===== src/rtl/stl_pkg.sv =====
// Shared types, constants and character helpers for the source text lexer.
`default_nettype none

package stl_pkg;

    localparam int LINE_W = 20;
    localparam int OFF_W  = 24;
    localparam int LEN_W  = 7;

    localparam logic [LINE_W-1:0] LINE_MAX = {LINE_W{1'b1}};

    localparam logic [4:0] KIND_NONE  = 5'd0;
    localparam logic [4:0] KIND_IDENT = 5'd6;
    localparam logic [4:0] KIND_INT   = 5'd7;
    localparam logic [4:0] KIND_LPAR  = 5'd8;
    localparam logic [4:0] KIND_RPAR  = 5'd9;
    localparam logic [4:0] KIND_LBRC  = 5'd10;
    localparam logic [4:0] KIND_RBRC  = 5'd11;
    localparam logic [4:0] KIND_EQ    = 5'd12;
    localparam logic [4:0] KIND_PLUS  = 5'd13;
    localparam logic [4:0] KIND_MINUS = 5'd14;
    localparam logic [4:0] KIND_STAR  = 5'd15;
    localparam logic [4:0] KIND_SLASH = 5'd16;
    localparam logic [4:0] KIND_SEMI  = 5'd17;
    localparam logic [4:0] KIND_END   = 5'd18;
    localparam logic [4:0] KIND_ERROR = 5'd19;

    localparam logic [1:0] CAUSE_NONE    = 2'd0;
    localparam logic [1:0] CAUSE_CHAR    = 2'd1;
    localparam logic [1:0] CAUSE_COMMENT = 2'd2;
    localparam logic [1:0] CAUSE_LONG    = 2'd3;

    localparam logic [7:0] CH_NL    = 8'h0A;
    localparam logic [7:0] CH_SLASH = 8'h2F;
    localparam logic [7:0] CH_STAR  = 8'h2A;

    localparam logic [5:0] KW_ALL = 6'h3F;

    typedef enum logic [6:0] {
        M_IDLE   = 7'b0000001,
        M_IDENT  = 7'b0000010,
        M_INT    = 7'b0000100,
        M_SLASH  = 7'b0001000,
        M_LINEC  = 7'b0010000,
        M_BLOCKC = 7'b0100000,
        M_ERROR  = 7'b1000000
    } stl_mode_t;

    typedef enum logic [1:0] {
        PC_NONE  = 2'd0,
        PC_SLASH = 2'd1,
        PC_STAR  = 2'd2
    } stl_prev_t;

    typedef struct packed {
        logic [4:0]        kind;
        logic [1:0]        cause;
        logic [LINE_W-1:0] line;
        logic [OFF_W-1:0]  offset;
        logic [LEN_W-1:0]  length;
        logic              last;
    } stl_token_t;

    typedef struct packed {
        logic [1:0] cnt;
        stl_token_t r0;
        stl_token_t r1;
    } stl_push_t;

    function automatic logic [2:0] kw_len(input logic [2:0] k);
        logic [2:0] n;
        case (k)
            3'd0:    n = 3'd4;
            3'd1:    n = 3'd3;
            3'd2:    n = 3'd2;
            3'd3:    n = 3'd4;
            3'd4:    n = 3'd4;
            3'd5:    n = 3'd6;
            default: n = 3'd0;
        endcase
        return n;
    endfunction

    // Byte idx of keyword k; index 0 is the first letter.
    function automatic logic [7:0] kw_char(input logic [2:0] k, input logic [2:0] idx);
        logic [5:0][7:0] w;
        logic [7:0]      c;
        case (k)
            3'd0:    w = {8'h00, 8'h00, "t", "i", "x", "e"};
            3'd1:    w = {8'h00, 8'h00, 8'h00, "t", "e", "l"};
            3'd2:    w = {8'h00, 8'h00, 8'h00, 8'h00, "f", "i"};
            3'd3:    w = {8'h00, 8'h00, "f", "i", "l", "e"};
            3'd4:    w = {8'h00, 8'h00, "e", "s", "l", "e"};
            3'd5:    w = {"n", "r", "u", "t", "e", "r"};
            default: w = '0;
        endcase
        case (idx)
            3'd0:    c = w[0];
            3'd1:    c = w[1];
            3'd2:    c = w[2];
            3'd3:    c = w[3];
            3'd4:    c = w[4];
            3'd5:    c = w[5];
            default: c = 8'h00;
        endcase
        return c;
    endfunction

    function automatic logic is_alpha(input logic [7:0] c);
        return c inside {[8'h61:8'h7A], [8'h41:8'h5A]};
    endfunction

    function automatic logic is_digit(input logic [7:0] c);
        return c inside {[8'h30:8'h39]};
    endfunction

    function automatic logic is_space(input logic [7:0] c);
        return c inside {8'h20, [8'h09:8'h0D]};
    endfunction

    function automatic logic [4:0] sym_kind(input logic [7:0] c);
        logic [4:0] k;
        case (c)
            8'h28:   k = KIND_LPAR;
            8'h29:   k = KIND_RPAR;
            8'h7B:   k = KIND_LBRC;
            8'h7D:   k = KIND_RBRC;
            8'h3D:   k = KIND_EQ;
            8'h2B:   k = KIND_PLUS;
            8'h2D:   k = KIND_MINUS;
            8'h2A:   k = KIND_STAR;
            8'h3B:   k = KIND_SEMI;
            default: k = KIND_NONE;
        endcase
        return k;
    endfunction

endpackage

`default_nettype wire


===== src/rtl/stl_if.sv =====
// Valid/ready channel interfaces for source bytes and tokens.
`default_nettype none

interface stl_in_if;
    logic       valid;
    logic       ready;
    logic [7:0] ch;
    logic       end_of_text;

    modport source (output valid, output ch, output end_of_text, input ready);
    modport sink   (input valid, input ch, input end_of_text, output ready);
endinterface

interface stl_out_if;
    logic        valid;
    logic        ready;
    logic [4:0]  token_kind;
    logic [1:0]  error_cause;
    logic [19:0] line_number;
    logic [23:0] start_offset;
    logic [6:0]  token_length;
    logic        last;

    modport source (output valid, output token_kind, output error_cause, output line_number,
                    output start_offset, output token_length, output last, input ready);
    modport sink   (input valid, input token_kind, input error_cause, input line_number,
                    input start_offset, input token_length, input last, output ready);
endinterface

`default_nettype wire


===== src/rtl/stl_core.sv =====
// Lexer state registers and the per-byte next-state and token logic.
`default_nettype none

module stl_core
    import stl_pkg::*;
#(
    parameter int MAX_TOKEN_LEN     = 64,
    parameter int MAX_COMMENT_DEPTH = 255,
    parameter int OFFSET_BITS       = 24
) (
    input  wire logic       clk,
    input  wire logic       rst_n,
    input  wire logic       step_en,
    input  wire logic [7:0] ch,
    input  wire logic       end_of_text,
    output stl_push_t       push
);

    localparam int LEN_BITS   = $clog2(MAX_TOKEN_LEN + 1);
    localparam int DEPTH_BITS = $clog2(MAX_COMMENT_DEPTH + 1);
    localparam logic [OFFSET_BITS-1:0] POS_MAX   = {OFFSET_BITS{1'b1}};
    localparam logic [LEN_BITS-1:0]    LEN_LIMIT = LEN_BITS'(MAX_TOKEN_LEN);
    localparam logic [DEPTH_BITS-1:0]  DEPTH_MAX = DEPTH_BITS'(MAX_COMMENT_DEPTH);

    stl_mode_t              mode_reg,  mode_next;
    logic [5:0]             mask_reg,  mask_next;
    logic [OFFSET_BITS-1:0] start_reg, start_next;
    logic [LEN_BITS-1:0]    len_reg,   len_next;
    logic [OFFSET_BITS-1:0] pos_reg,   pos_next;
    logic [LINE_W-1:0]      line_reg,  line_next;
    logic [DEPTH_BITS-1:0]  depth_reg, depth_next;
    stl_prev_t              prev_reg,  prev_next;

    function automatic logic [5:0] mask_upd(input logic [5:0] m, input logic [LEN_BITS-1:0] n,
                                            input logic [7:0] c);
        logic [5:0] r;
        r = m;
        for (int k = 0; k < 6; k++) begin
            if (!(n < LEN_BITS'(kw_len(3'(k))) && kw_char(3'(k), n[2:0]) == c)) begin
                r[k] = 1'b0;
            end
        end
        return r;
    endfunction

    function automatic logic [4:0] word_kind(input logic [5:0] m, input logic [LEN_BITS-1:0] n);
        logic [4:0] kind;
        kind = KIND_IDENT;
        for (int k = 0; k < 6; k++) begin
            if (m[k] && LEN_BITS'(kw_len(3'(k))) == n) begin
                kind = 5'(k);
            end
        end
        return kind;
    endfunction

    function automatic stl_token_t mk_tok(input logic [4:0] kind, input logic [1:0] cause,
                                          input logic [LINE_W-1:0] line,
                                          input logic [OFFSET_BITS-1:0] off,
                                          input logic [LEN_BITS-1:0] len);
        logic [31:0] off_w;
        stl_token_t  t;
        off_w    = 32'(off);
        t.kind   = kind;
        t.cause  = cause;
        t.line   = line;
        t.offset = off_w[OFF_W-1:0];
        t.length = LEN_W'(len);
        t.last   = 1'b0;
        return t;
    endfunction

    stl_mode_t              i_mode;
    logic [OFFSET_BITS-1:0] i_start;
    logic [LEN_BITS-1:0]    i_len;
    logic [5:0]             i_mask;
    logic                   i_line_inc;
    logic                   i_emit;
    stl_token_t             i_tok;
    logic [4:0]             sk;

    logic       a_emit, b_emit, use_idle, line_inc;
    stl_token_t a_tok, b_tok, r0, r1;

    // Byte as seen by an idle lexer.
    always_comb
    begin
        sk         = sym_kind(ch);
        i_mode     = M_IDLE;
        i_start    = start_reg;
        i_len      = len_reg;
        i_mask     = mask_reg;
        i_line_inc = 1'b0;
        i_emit     = 1'b0;
        i_tok      = mk_tok(sk, CAUSE_NONE, line_reg, pos_reg, LEN_BITS'(1));
        if (is_alpha(ch))
        begin
            i_mode  = M_IDENT;
            i_start = pos_reg;
            i_mask  = mask_upd(KW_ALL, '0, ch);
            i_len   = LEN_BITS'(1);
        end
        else if (is_digit(ch))
        begin
            i_mode  = M_INT;
            i_start = pos_reg;
            i_len   = LEN_BITS'(1);
        end
        else if (ch == CH_SLASH)
        begin
            i_mode  = M_SLASH;
            i_start = pos_reg;
        end
        else if (ch == CH_NL)
        begin
            i_line_inc = 1'b1;
        end
        else if (is_space(ch))
        begin
            i_emit = 1'b0;
        end
        else if (sk != KIND_NONE)
        begin
            i_emit = 1'b1;
        end
        else
        begin
            i_emit = 1'b1;
            i_tok  = mk_tok(KIND_ERROR, CAUSE_CHAR, line_reg, pos_reg, '0);
            i_mode = M_ERROR;
        end
    end

    // Mode step: token A closes what was pending, token B comes from the byte itself.
    always_comb
    begin
        mode_next  = mode_reg;
        mask_next  = mask_reg;
        start_next = start_reg;
        len_next   = len_reg;
        pos_next   = pos_reg;
        line_next  = line_reg;
        depth_next = depth_reg;
        prev_next  = prev_reg;
        a_emit     = 1'b0;
        a_tok      = mk_tok(word_kind(mask_reg, len_reg), CAUSE_NONE, line_reg, start_reg,
                            len_reg);
        b_emit     = 1'b0;
        b_tok      = i_tok;
        use_idle   = 1'b0;
        line_inc   = 1'b0;

        if (end_of_text)
        begin
            case (mode_reg)
                M_IDENT:
                begin
                    a_emit = 1'b1;
                end
                M_INT:
                begin
                    a_emit = 1'b1;
                    a_tok  = mk_tok(KIND_INT, CAUSE_NONE, line_reg, start_reg, len_reg);
                end
                M_SLASH:
                begin
                    a_emit = 1'b1;
                    a_tok  = mk_tok(KIND_SLASH, CAUSE_NONE, line_reg, start_reg, LEN_BITS'(1));
                end
                M_BLOCKC:
                begin
                    a_emit = 1'b1;
                    a_tok  = mk_tok(KIND_ERROR, CAUSE_COMMENT, line_reg, pos_reg, '0);
                end
                default:
                begin
                    a_emit = 1'b0;
                end
            endcase
            b_emit     = 1'b1;
            b_tok      = mk_tok(KIND_END, CAUSE_NONE, line_reg, pos_reg, '0);
            mode_next  = M_IDLE;
            mask_next  = KW_ALL;
            start_next = '0;
            len_next   = '0;
            pos_next   = '0;
            line_next  = LINE_W'(1);
            depth_next = '0;
            prev_next  = PC_NONE;
        end
        else
        begin
            case (mode_reg)
                M_IDENT, M_INT:
                begin
                    if (is_digit(ch) || (mode_reg == M_IDENT && is_alpha(ch)))
                    begin
                        if (len_reg >= LEN_LIMIT)
                        begin
                            a_emit    = 1'b1;
                            a_tok     = mk_tok(KIND_ERROR, CAUSE_LONG, line_reg, start_reg, '0);
                            mode_next = M_ERROR;
                        end
                        else
                        begin
                            if (mode_reg == M_IDENT)
                            begin
                                mask_next = mask_upd(mask_reg, len_reg, ch);
                            end
                            len_next = len_reg + LEN_BITS'(1);
                        end
                    end
                    else
                    begin
                        a_emit = 1'b1;
                        if (mode_reg == M_INT)
                        begin
                            a_tok = mk_tok(KIND_INT, CAUSE_NONE, line_reg, start_reg, len_reg);
                        end
                        use_idle = 1'b1;
                    end
                end
                M_SLASH:
                begin
                    if (ch == CH_SLASH)
                    begin
                        mode_next = M_LINEC;
                    end
                    else if (ch == CH_STAR)
                    begin
                        mode_next  = M_BLOCKC;
                        depth_next = DEPTH_BITS'(1);
                        prev_next  = PC_NONE;
                    end
                    else
                    begin
                        a_emit   = 1'b1;
                        a_tok    = mk_tok(KIND_SLASH, CAUSE_NONE, line_reg, start_reg,
                                          LEN_BITS'(1));
                        use_idle = 1'b1;
                    end
                end
                M_LINEC:
                begin
                    if (ch == CH_NL)
                    begin
                        line_inc  = 1'b1;
                        mode_next = M_IDLE;
                    end
                end
                M_BLOCKC:
                begin
                    if (prev_reg == PC_SLASH && ch == CH_STAR)
                    begin
                        if (depth_reg < DEPTH_MAX)
                        begin
                            depth_next = depth_reg + DEPTH_BITS'(1);
                        end
                        prev_next = PC_NONE;
                    end
                    else if (prev_reg == PC_STAR && ch == CH_SLASH)
                    begin
                        // Close one level; leave the comment when the last closes.
                        if (depth_reg != '0)
                        begin
                            depth_next = depth_reg - DEPTH_BITS'(1);
                        end
                        prev_next = PC_NONE;
                        if (depth_reg <= DEPTH_BITS'(1))
                        begin
                            mode_next = M_IDLE;
                        end
                    end
                    else
                    begin
                        prev_next = (ch == CH_SLASH) ? PC_SLASH :
                                    (ch == CH_STAR)  ? PC_STAR  : PC_NONE;
                        line_inc  = (ch == CH_NL);
                    end
                end
                M_ERROR:
                begin
                    mode_next = M_ERROR;
                end
                default:
                begin
                    use_idle = 1'b1;
                end
            endcase

            if (use_idle)
            begin
                mode_next  = i_mode;
                start_next = i_start;
                len_next   = i_len;
                mask_next  = i_mask;
                b_emit     = i_emit;
                line_inc   = i_line_inc;
            end

            if (line_inc && line_reg != LINE_MAX)
            begin
                line_next = line_reg + LINE_W'(1);
            end
            if (pos_reg != POS_MAX)
            begin
                pos_next = pos_reg + OFFSET_BITS'(1);
            end
        end

        r0      = a_emit ? a_tok : b_tok;
        r0.last = !(a_emit && b_emit);
        r1      = b_tok;
        r1.last = 1'b1;
        push.r0  = r0;
        push.r1  = r1;
        push.cnt = step_en ? (2'(a_emit) + 2'(b_emit)) : 2'd0;
    end

    always_ff @(posedge clk or negedge rst_n)
    begin
        if (!rst_n)
        begin
            mode_reg  <= M_IDLE;
            mask_reg  <= KW_ALL;
            start_reg <= '0;
            len_reg   <= '0;
            pos_reg   <= '0;
            line_reg  <= LINE_W'(1);
            depth_reg <= '0;
            prev_reg  <= PC_NONE;
        end
        else if (step_en)
        begin
            mode_reg  <= mode_next;
            mask_reg  <= mask_next;
            start_reg <= start_next;
            len_reg   <= len_next;
            pos_reg   <= pos_next;
            line_reg  <= line_next;
            depth_reg <= depth_next;
            prev_reg  <= prev_next;
        end
    end

endmodule

`default_nettype wire


===== src/rtl/stl_fifo.sv =====
// Four-entry token queue that takes up to two tokens a cycle and sends one.
`default_nettype none

module stl_fifo
    import stl_pkg::*;
(
    input  wire logic      clk,
    input  wire logic      rst_n,
    input  wire stl_push_t push,
    output logic           space_ok,
    stl_out_if.source      tokens
);

    localparam int DEPTH = 4;
    localparam int PTR_W = $clog2(DEPTH);
    localparam int CNT_W = $clog2(DEPTH + 1);

    stl_token_t        mem [DEPTH];
    logic [PTR_W-1:0]  wr_ptr_reg, wr_ptr_next;
    logic [PTR_W-1:0]  rd_ptr_reg, rd_ptr_next;
    logic [CNT_W-1:0]  count_reg,  count_next;
    logic              pop;
    stl_token_t        head;

    assign pop      = tokens.valid && tokens.ready;
    assign space_ok = count_reg <= CNT_W'(DEPTH - 2);

    always_comb
    begin
        wr_ptr_next = wr_ptr_reg + PTR_W'(push.cnt);
        rd_ptr_next = rd_ptr_reg + PTR_W'(pop);
        count_next  = count_reg + CNT_W'(push.cnt) - CNT_W'(pop);
    end

    always_ff @(posedge clk)
    begin
        if (push.cnt != 2'd0)
        begin
            mem[wr_ptr_reg] <= push.r0;
        end
        if (push.cnt == 2'd2)
        begin
            mem[wr_ptr_reg + PTR_W'(1)] <= push.r1;
        end
    end

    always_ff @(posedge clk or negedge rst_n)
    begin
        if (!rst_n)
        begin
            wr_ptr_reg <= '0;
            rd_ptr_reg <= '0;
            count_reg  <= '0;
        end
        else
        begin
            wr_ptr_reg <= wr_ptr_next;
            rd_ptr_reg <= rd_ptr_next;
            count_reg  <= count_next;
        end
    end

    assign head                = mem[rd_ptr_reg];
    assign tokens.valid        = count_reg != '0;
    assign tokens.token_kind   = head.kind;
    assign tokens.error_cause  = head.cause;
    assign tokens.line_number  = head.line;
    assign tokens.start_offset = head.offset;
    assign tokens.token_length = head.length;
    assign tokens.last         = head.last;

endmodule

`default_nettype wire


===== src/rtl/source_text_lexer_top.sv =====
// Source text lexer: byte stream in, token stream out.
//
// Usage: feed one ASCII byte per item on "text" (ch), or an item with
// end_of_text set to close the source. Tokens leave on "tokens", one per
// item, with kind, error cause, start line, start offset and length; "last"
// marks the final token caused by one input item (an item causes zero, one
// or two tokens). An end-of-text item flushes any pending word, number or
// slash, reports an open block comment, sends the end token and restarts
// line and offset counting.
// Throughput: one byte per cycle while the queue has room. The byte logic
// in stl_core is a single registered step, so a token caused by a byte
// accepted at one edge is on the output after that edge.
// The four-entry token queue (stl_fifo) parts the two sides; text.ready is
// high while it has two free entries, so bytes keep flowing while a token
// waits. A byte causes a second token only when the byte before it caused
// none, so with the receiver always ready the queue never fills and a byte
// is taken in every cycle.
// Receiver stall: tokens hold in the queue; once under two entries are free,
// text.ready drops and no byte is lost. Reset: lexer idle, line 1, offset 0,
// queue empty; no clearing pass, the first item is taken right after reset.
`default_nettype none

module source_text_lexer_top
    import stl_pkg::*;
#(
    parameter int MAX_TOKEN_LEN     = 64,
    parameter int MAX_COMMENT_DEPTH = 255,
    parameter int OFFSET_BITS       = 24
) (
    input  wire logic clk,
    input  wire logic rst_n,
    stl_in_if.sink    text,
    stl_out_if.source tokens
);

    logic      space_ok;
    logic      accept;
    stl_push_t push;

    // Take a byte only while the queue can hold both tokens it may cause.
    assign text.ready = space_ok;
    assign accept     = text.valid && space_ok;

    stl_core #(
        .MAX_TOKEN_LEN     (MAX_TOKEN_LEN),
        .MAX_COMMENT_DEPTH (MAX_COMMENT_DEPTH),
        .OFFSET_BITS       (OFFSET_BITS)
    ) u_core (
        .clk         (clk),
        .rst_n       (rst_n),
        .step_en     (accept),
        .ch          (text.ch),
        .end_of_text (text.end_of_text),
        .push        (push)
    );

    stl_fifo u_fifo (
        .clk      (clk),
        .rst_n    (rst_n),
        .push     (push),
        .space_ok (space_ok),
        .tokens   (tokens)
    );

endmodule

`default_nettype wire


===== src/flat_wrapper.sv =====
// flat-port wrapper written by rule: the top's interface ports become plain ports
module source_text_lexer_top_flat import stl_pkg::*;
#(
    parameter int MAX_TOKEN_LEN     = 64,
    parameter int MAX_COMMENT_DEPTH = 255,
    parameter int OFFSET_BITS       = 24
)
  (clk, rst_n, text_valid, text_ch, text_end_of_text, text_ready, tokens_valid, tokens_token_kind, tokens_error_cause, tokens_line_number, tokens_start_offset, tokens_token_length, tokens_last, tokens_ready);
  stl_in_if text_i ();
  stl_out_if tokens_i ();
  input  wire logic clk;
  input  wire logic rst_n;
  input wire logic [$bits(text_i.valid)-1:0] text_valid;
  input wire logic [$bits(text_i.ch)-1:0] text_ch;
  input wire logic [$bits(text_i.end_of_text)-1:0] text_end_of_text;
  output wire logic [$bits(text_i.ready)-1:0] text_ready;
  output wire logic [$bits(tokens_i.valid)-1:0] tokens_valid;
  output wire logic [$bits(tokens_i.token_kind)-1:0] tokens_token_kind;
  output wire logic [$bits(tokens_i.error_cause)-1:0] tokens_error_cause;
  output wire logic [$bits(tokens_i.line_number)-1:0] tokens_line_number;
  output wire logic [$bits(tokens_i.start_offset)-1:0] tokens_start_offset;
  output wire logic [$bits(tokens_i.token_length)-1:0] tokens_token_length;
  output wire logic [$bits(tokens_i.last)-1:0] tokens_last;
  input wire logic [$bits(tokens_i.ready)-1:0] tokens_ready;
  assign text_i.valid = text_valid;
  assign text_i.ch = text_ch;
  assign text_i.end_of_text = text_end_of_text;
  assign text_ready = text_i.ready;
  assign tokens_valid = tokens_i.valid;
  assign tokens_token_kind = tokens_i.token_kind;
  assign tokens_error_cause = tokens_i.error_cause;
  assign tokens_line_number = tokens_i.line_number;
  assign tokens_start_offset = tokens_i.start_offset;
  assign tokens_token_length = tokens_i.token_length;
  assign tokens_last = tokens_i.last;
  assign tokens_i.ready = tokens_ready;
  source_text_lexer_top #(.MAX_TOKEN_LEN(MAX_TOKEN_LEN), .MAX_COMMENT_DEPTH(MAX_COMMENT_DEPTH), .OFFSET_BITS(OFFSET_BITS)) u_core (.clk(clk), .rst_n(rst_n), .text(text_i), .tokens(tokens_i));
endmodule

===== config.mk =====
export PLATFORM = sky130hd
export DESIGN_NAME = source_text_lexer_top_flat
export DESIGN_NICKNAME = d
export VERILOG_FILES = /design/src/rtl/stl_pkg.sv /design/src/rtl/stl_if.sv /design/src/rtl/stl_core.sv /design/src/rtl/stl_fifo.sv /design/src/rtl/source_text_lexer_top.sv /design/src/flat_wrapper.sv
export SDC_FILE = /design/constraint.sdc
export NUM_CORES = 1
export LEC_CHECK = 0
export ABC_AREA = 1
export ABC_CLOCK_PERIOD_IN_PS = 5500
export BUFFER_PORTS_ARGS = -buffer_cell sky130_fd_sc_hd__buf_4
export CAP_MARGIN = 10
export CORE_MARGIN = 2
export CORE_UTILIZATION = 50
export DETAILED_ROUTE_END_ITERATION = 10
export PLACE_DENSITY = 0.67
export SLEW_MARGIN = 20
export SYNTH_ARGS = -nofsm -noshare
export SYNTH_HDL_FRONTEND = slang
export SYNTH_SLANG_ARGS = --single-unit

===== constraint.sdc =====
create_clock -name clk -period 5.5 [get_ports clk]
set_clock_uncertainty 0.2 [all_clocks]
set_input_delay 1.1 -clock clk [delete_from_list [all_inputs] [get_ports clk]]
set_output_delay 1.1 -clock clk [all_outputs]
set_load 0.03 [all_outputs]

Word level (Yosys, flattened, before mapping) --
Memories as Yosys holds them, arrays and structs flattened. Index checks and enable logic that the tools add are counted. W data, S select, Z words.
Word-level totals: register bits after elaboration 105, output and inout bits 61, input port bits 13, ROM bits 0, memories kept 1, memory bits (writable) 236, bits in latches 0
Cells by class: div/mod/pow operators 0, shift operators 0, add/sub/neg operators 11, eq/ne operators 63, $lt $le $gt $ge 20, multiply operators 0, bitwise operators 0, reductions and logical operators 63, mux-type cells 184
Memories:
- u_core.u_fifo.mem | depth 4, width 59, read ports 1, clocked after memory_dff 0, wr ports 2, line stl_fifo.sv:18 | stl_token_t mem [DEPTH];
Operators with widths (count):
- $mux W59 | 14
- $mux W8 | 41
- $pmux W59 S3 | 1
- $mux W24 | 7
- $mux W7 | 23
- $pmux W59 S2 | 1
- $eq A8 B8 Y1 | 10
- $mux W3 | 25
- $eq A8 B6 Y1 const B | 9
- $pmux W7 S5 | 2
- $pmux W7 S4 | 2
- $reduce_and A7 Y1 | 7
- $pmux W5 S9 | 1
- $mux W6 | 7
- $pmux W7 S3 | 2
- $mux W20 | 2
- $ne A4 B4 Y1 const B | 10
- $mux W1 | 37
- $lt A7 B3 Y1 | 4
- $logic_and A1 B1 Y1 | 27
- $mux W5 | 5
- $add A24 B1 Y24 const B | 1
- $ne A24 B24 Y1 const B | 1
- $ne A3 B2 Y1 const B | 7
- 62 further kinds | 95

Longest topological paths before layout --
depth in word-level cells 17, depth in mapped cells 26, gate-level depth less buffers 23

Modules after synthesis --
Synthesis repeated with hierarchy kept, for this count alone.
Unflattened totals: cell total of the unflattened synthesis 2498, area, all modules 19930.4 µm²
By module, submodules not included:
- stl_fifo | times used 1, area each 11855.1 µm², cells each 1275
- stl_core | times used 1, area each 8067.7 µm², cells each 1221
- source_text_lexer_top | times used 1, area each 7.5 µm², cells each 2

Least setup slack after synthesis --
OpenSTA, ideal clock, no wires.
path kind input to register, start input text_ch[0], end memory u_core.u_fifo.mem[3][10] (netlist name) (enable), stages 21, required time 4.894 ns, path slack 0.485 ns, library setup time 0.406 ns, data arrival time 4.409 ns, cells stage by stage buf_2 nor2_2 nand2_1 nand2_1 nand2_1 nand3_2 nand2_1 nand2_1 nand2_1 nand2_4 buf_2 ha_1 inv_1 nor2_2 inv_2 nor2_2 nand2_1 inv_1 nor2_1 buf_2 inv_1
RTL lines:
- start, declared | line flat_wrapper.sv:14 | input wire logic [$bits(text_i.ch)-1:0] text_ch;
- end, declared | line stl_fifo.sv:18

==> parameters.txt <==
Parameter                              Value

Die
  Initial Utilization ... about half
  Die H ... between 150 and 200 um
  Row Count ... 69
  Overall die area ... 37800 sq um
  Number of top-level pins ... 74
  Std-Cell Core Area ... between 30000 and 40000 sq um
  Die span in x ... 194 um

Yosys
  Post-synthesis register bit count ... 341
  Distinct cells, synth ... 49
  Area fraction of the dominant cell type after synthesis ... 33.8%
  Number of synthesized flops with an enable pin ... 204
  Share of synthesized area occupied by flip-flops and latches ... 51.9%
  Synthesis Warnings ... 0
  Flip-flop cell with the highest count after synthesis ... edfxtp_1
  Synth Area per Inst ... roughly 8.6 sq um
  Synthesized area ... 18100 sq um
  Post-synthesis cell count ... 2114
  Share of synthesized flip-flops with an asynchronous set or reset ... a little under a third
  Synth area leader ... edfxtp_1
  Synth Net Count ... 2145
  Leading post-synthesis cells by cell area ... edfxtp_1 34%, dfrtp_1 13%, nand2_1 7.6%

Routing
  DRC viols ... 9
  Wire length after detailed routing ... 52500 um
  Length of the first detailed-routing pass in iterations ... 9
  Detail-routed via count per cell ... between 5 and 6
  Routed WL per cell ... about 20 um
  Starting DRC count in detailed routing ... 1493
  Remaining number of nets flagged by the antenna check after routing ... 0
  Vias post-DR ... 15500

Flow run
  Max-cap violation count ... 0

Worst setup path
  Maximum fanout encountered on the critical timing path ... 32
  Peak per-stage delay on the critical path ... 440 ps
  WP data arrival ... 4210 ps
  Critical-path top delay cell ... buf_4
  Buf+Inv Stages, Crit Path ... 8
  Levels on crit path ... 21
  Setup CP Type ... primary input to flop
  Worst Path Required ... 5470 ps
  Critical path launch point type ... primary input
  Reg2reg start ... u_core.u_core.mode_reg[0]$_DFFE_PN1P_
  Destination of the worst register-to-register timing path ... u_core.u_fifo.mem[0][16]$_DFFE_PP_
  Termination of the worst setup path ... u_core.u_fifo.mem[3][16]$_DFFE_PP_
  Depth of the most critical reg-to-reg path ... 21
  Critical path's top delay family ... simple AND/OR/NAND/NOR gates
  Capturing element type of the critical path ... flop
  CP cell instances ... buf_4 -> inv_2 -> nor2_1 -> nand2_2 -> nor2_4 -> inv_4 -> nand3_4 -> inv_2 -> nor2_1 -> nand2_1 -> buf_4 -> nand3_1 -> nand2_1 -> ha_1 -> inv_1 -> nor2_1 -> nor2_1 -> nor2_2 -> nor2_2 -> inv_2 -> buf_4
  CP startpoint ... text_ch[1]
  Reg-to-reg slack, setup ... ~1400 ps
  Most common cell type on the critical path ... nor2_1

CTS
  TritonCTS Buffers ... 37
  Setup repair bufs after CTS ... 0
  TritonCTS clock tree ... yes
  H-tree depth reported by CTS ... 2
  Post-CTS Resized ... 0
  Max clock buf depth ... 3
  Root buffer cell ... clkbuf_16
  Post-CTS Hold Buffers ... 0
  TritonCTS Sinks ... 341
  Worst-skew pair later-pin latency ... 540 ps
  Post-CTS clock slew at the launch and capture registers of the worst setup and hold paths ... approximately 60 ps

Finish
  Number of flip-flops in the largest register ... approximately 240
  Filler cell count in the final layout ... 3208
  Fraction of layout cells with a size suffix above 1 ... 12.8%
  Synth-to-Final Area Change ... 11.7%
  Diode count ... 0
  Net count of the finished layout ... 2178
  Finished layout cell area ... 20200 sq um

Placement
  Cell Area, Placed ... 19000 sq um
  Number of input and output port buffers inserted ... 73
  Hpwl dp ... 32900 um
  Routability Congestion ... around 0.94

STA
  Fin. Hold Viols ... 0
  Max Slew Vio Count ... 0
  Post-layout minimum cycle time ... roughly 4200 ps
  Number of failing setup endpoints in the final timing report ... 0
  Highest Clock Rate ... about 0.24 GHz
  Max-slew headroom ... 40.3%
  Final Cycle Share ... 77.1%
  RSZ-0062 raised after global routing ... no
  Measured slew at the worst slew-check pin ... 885 ps
  Total negative slack ... 0 ps

Global routing
  Wire length of the first global-routing pass ... 82700 um
  Total grt overflow ... 0
  Number of global-route vias before repair ... 14800
  Maximum number of pins on one net before global-route repair ... 84
  GRT Overall Usage ... 27.7%
  Antenna violations before repair ... 0

Power and ir drop
  Power density cells ... 502 nW/um^2
  LEAKAGE ... 0.00793 uW
  Worst-case vdd ir drop ... 0.000335 V

Outcome
  Violated checks ... DRC
  Outcome ... complete, but fails checks

Worst hold path
  Path category of the worst min-delay check ... flop to flop
  Startpoint of the tightest hold check path ... u_core.u_fifo.mem[2][7]$_SDFFE_PP0N_
## worst min-delay path by stage
stage / endpoint / depth (start not counted) / slack [ps]
after floorplan: u_core.u_fifo.mem[1][2]$_SDFFE_PP0N_ / 2 / 220
after global placement: u_core.u_fifo.mem[2][6]$_SDFFE_PP0N_ / 2 / 230
after detailed placement: u_core.u_fifo.mem[1][4]$_SDFFE_PP0N_ / 2 / 240
after CTS: u_core.u_fifo.mem[1][4]$_SDFFE_PP0N_ / 2 / 260
after global routing: u_core.u_fifo.mem[1][2]$_SDFFE_PP0N_ / 2 / 270
final: u_core.u_fifo.mem[2][7]$_SDFFE_PP0N_ / 2 / 250
## routing by layer
metal	wire, um	global-route usage [%]	up-vias
met5	0	0	-
met4	1700	10.3	0
met3	4000	3.77	118
met2	24800	45.9	668
met1	22000	37.3	7392
li1	-	-	7369
## Yosys cell counts (33+ instances only)
library cell,instances
nand2_1,368
nor2_1,337
edfxtp_1,204
o21ai_0,191
o22ai_1,169
inv_1,138
nand3_1,128
dfrtp_1,97
clkbuf_1,70
xor2_1,43
nor3_1,34
nand4_1,33
## worst min-delay path, delay by kind of cell, from the launching register on
kind	cells	cell delay, ps
DFF	1	320
and+or+nand+nor	1	50
AOI/OAI and AO/OA	1	50
## placed cells by master (no fill, tap or decap), types with 33 or more instances in the layout
master       n
buf_4      102
clkbuf_16   38
dfrtp_1     95
edfxtp_1   204
inv_1      135
nand2_1    367
nand3_1    128
nand4_1     33
nor2_1     333
nor3_1      34
o21ai_0    191
o22ai_1    169
xor2_1      43
## layout make-up
type	count	area, sq um	area share [%]
clock buffer	53	1100	5.43
clock inverter	15	158	0.779
inverter	174	659	3.26
multi-input combinational	1490	7570	37.4
sequential	341	9410	46.5
tap	461	577	2.85
timing repair buffer	103	777	3.84
## power by group
group	total, uW	internal (uW)	switching (uW)	leakage, uW
Sequential	3390	3130	256	0.00371
Combinational	4260	1250	3020	0.00359
Clock	2530	1500	1030	0.000624
## stage by stage
step	utilization, %	power [uW]	setup slack [ps]	cells	hold slack (ps)
4_1_cts	56.8	10200	1270	2637	255
5_1_grt	56.8	10700	1080	2637	271
3_3_place_gp	53.3	7610	832	2569	234
3_5_place_dp	53.3	7670	779	2569	240
2_1_floorplan	-	6240	485	2114	223
6_report	56.8	10200	1260	2637	253
## logic make-up after synthesis
kind of cell	synth area share, %
AO/OA/AOI/OAI	15.6
flip-flops	51.9
AND/OR/NAND/NOR	22.6
adder cells (fa/ha/maj)	1.28
buffers and inverters	6.47
XOR/XNOR	2.17
(Power assumes the default switching activity.)
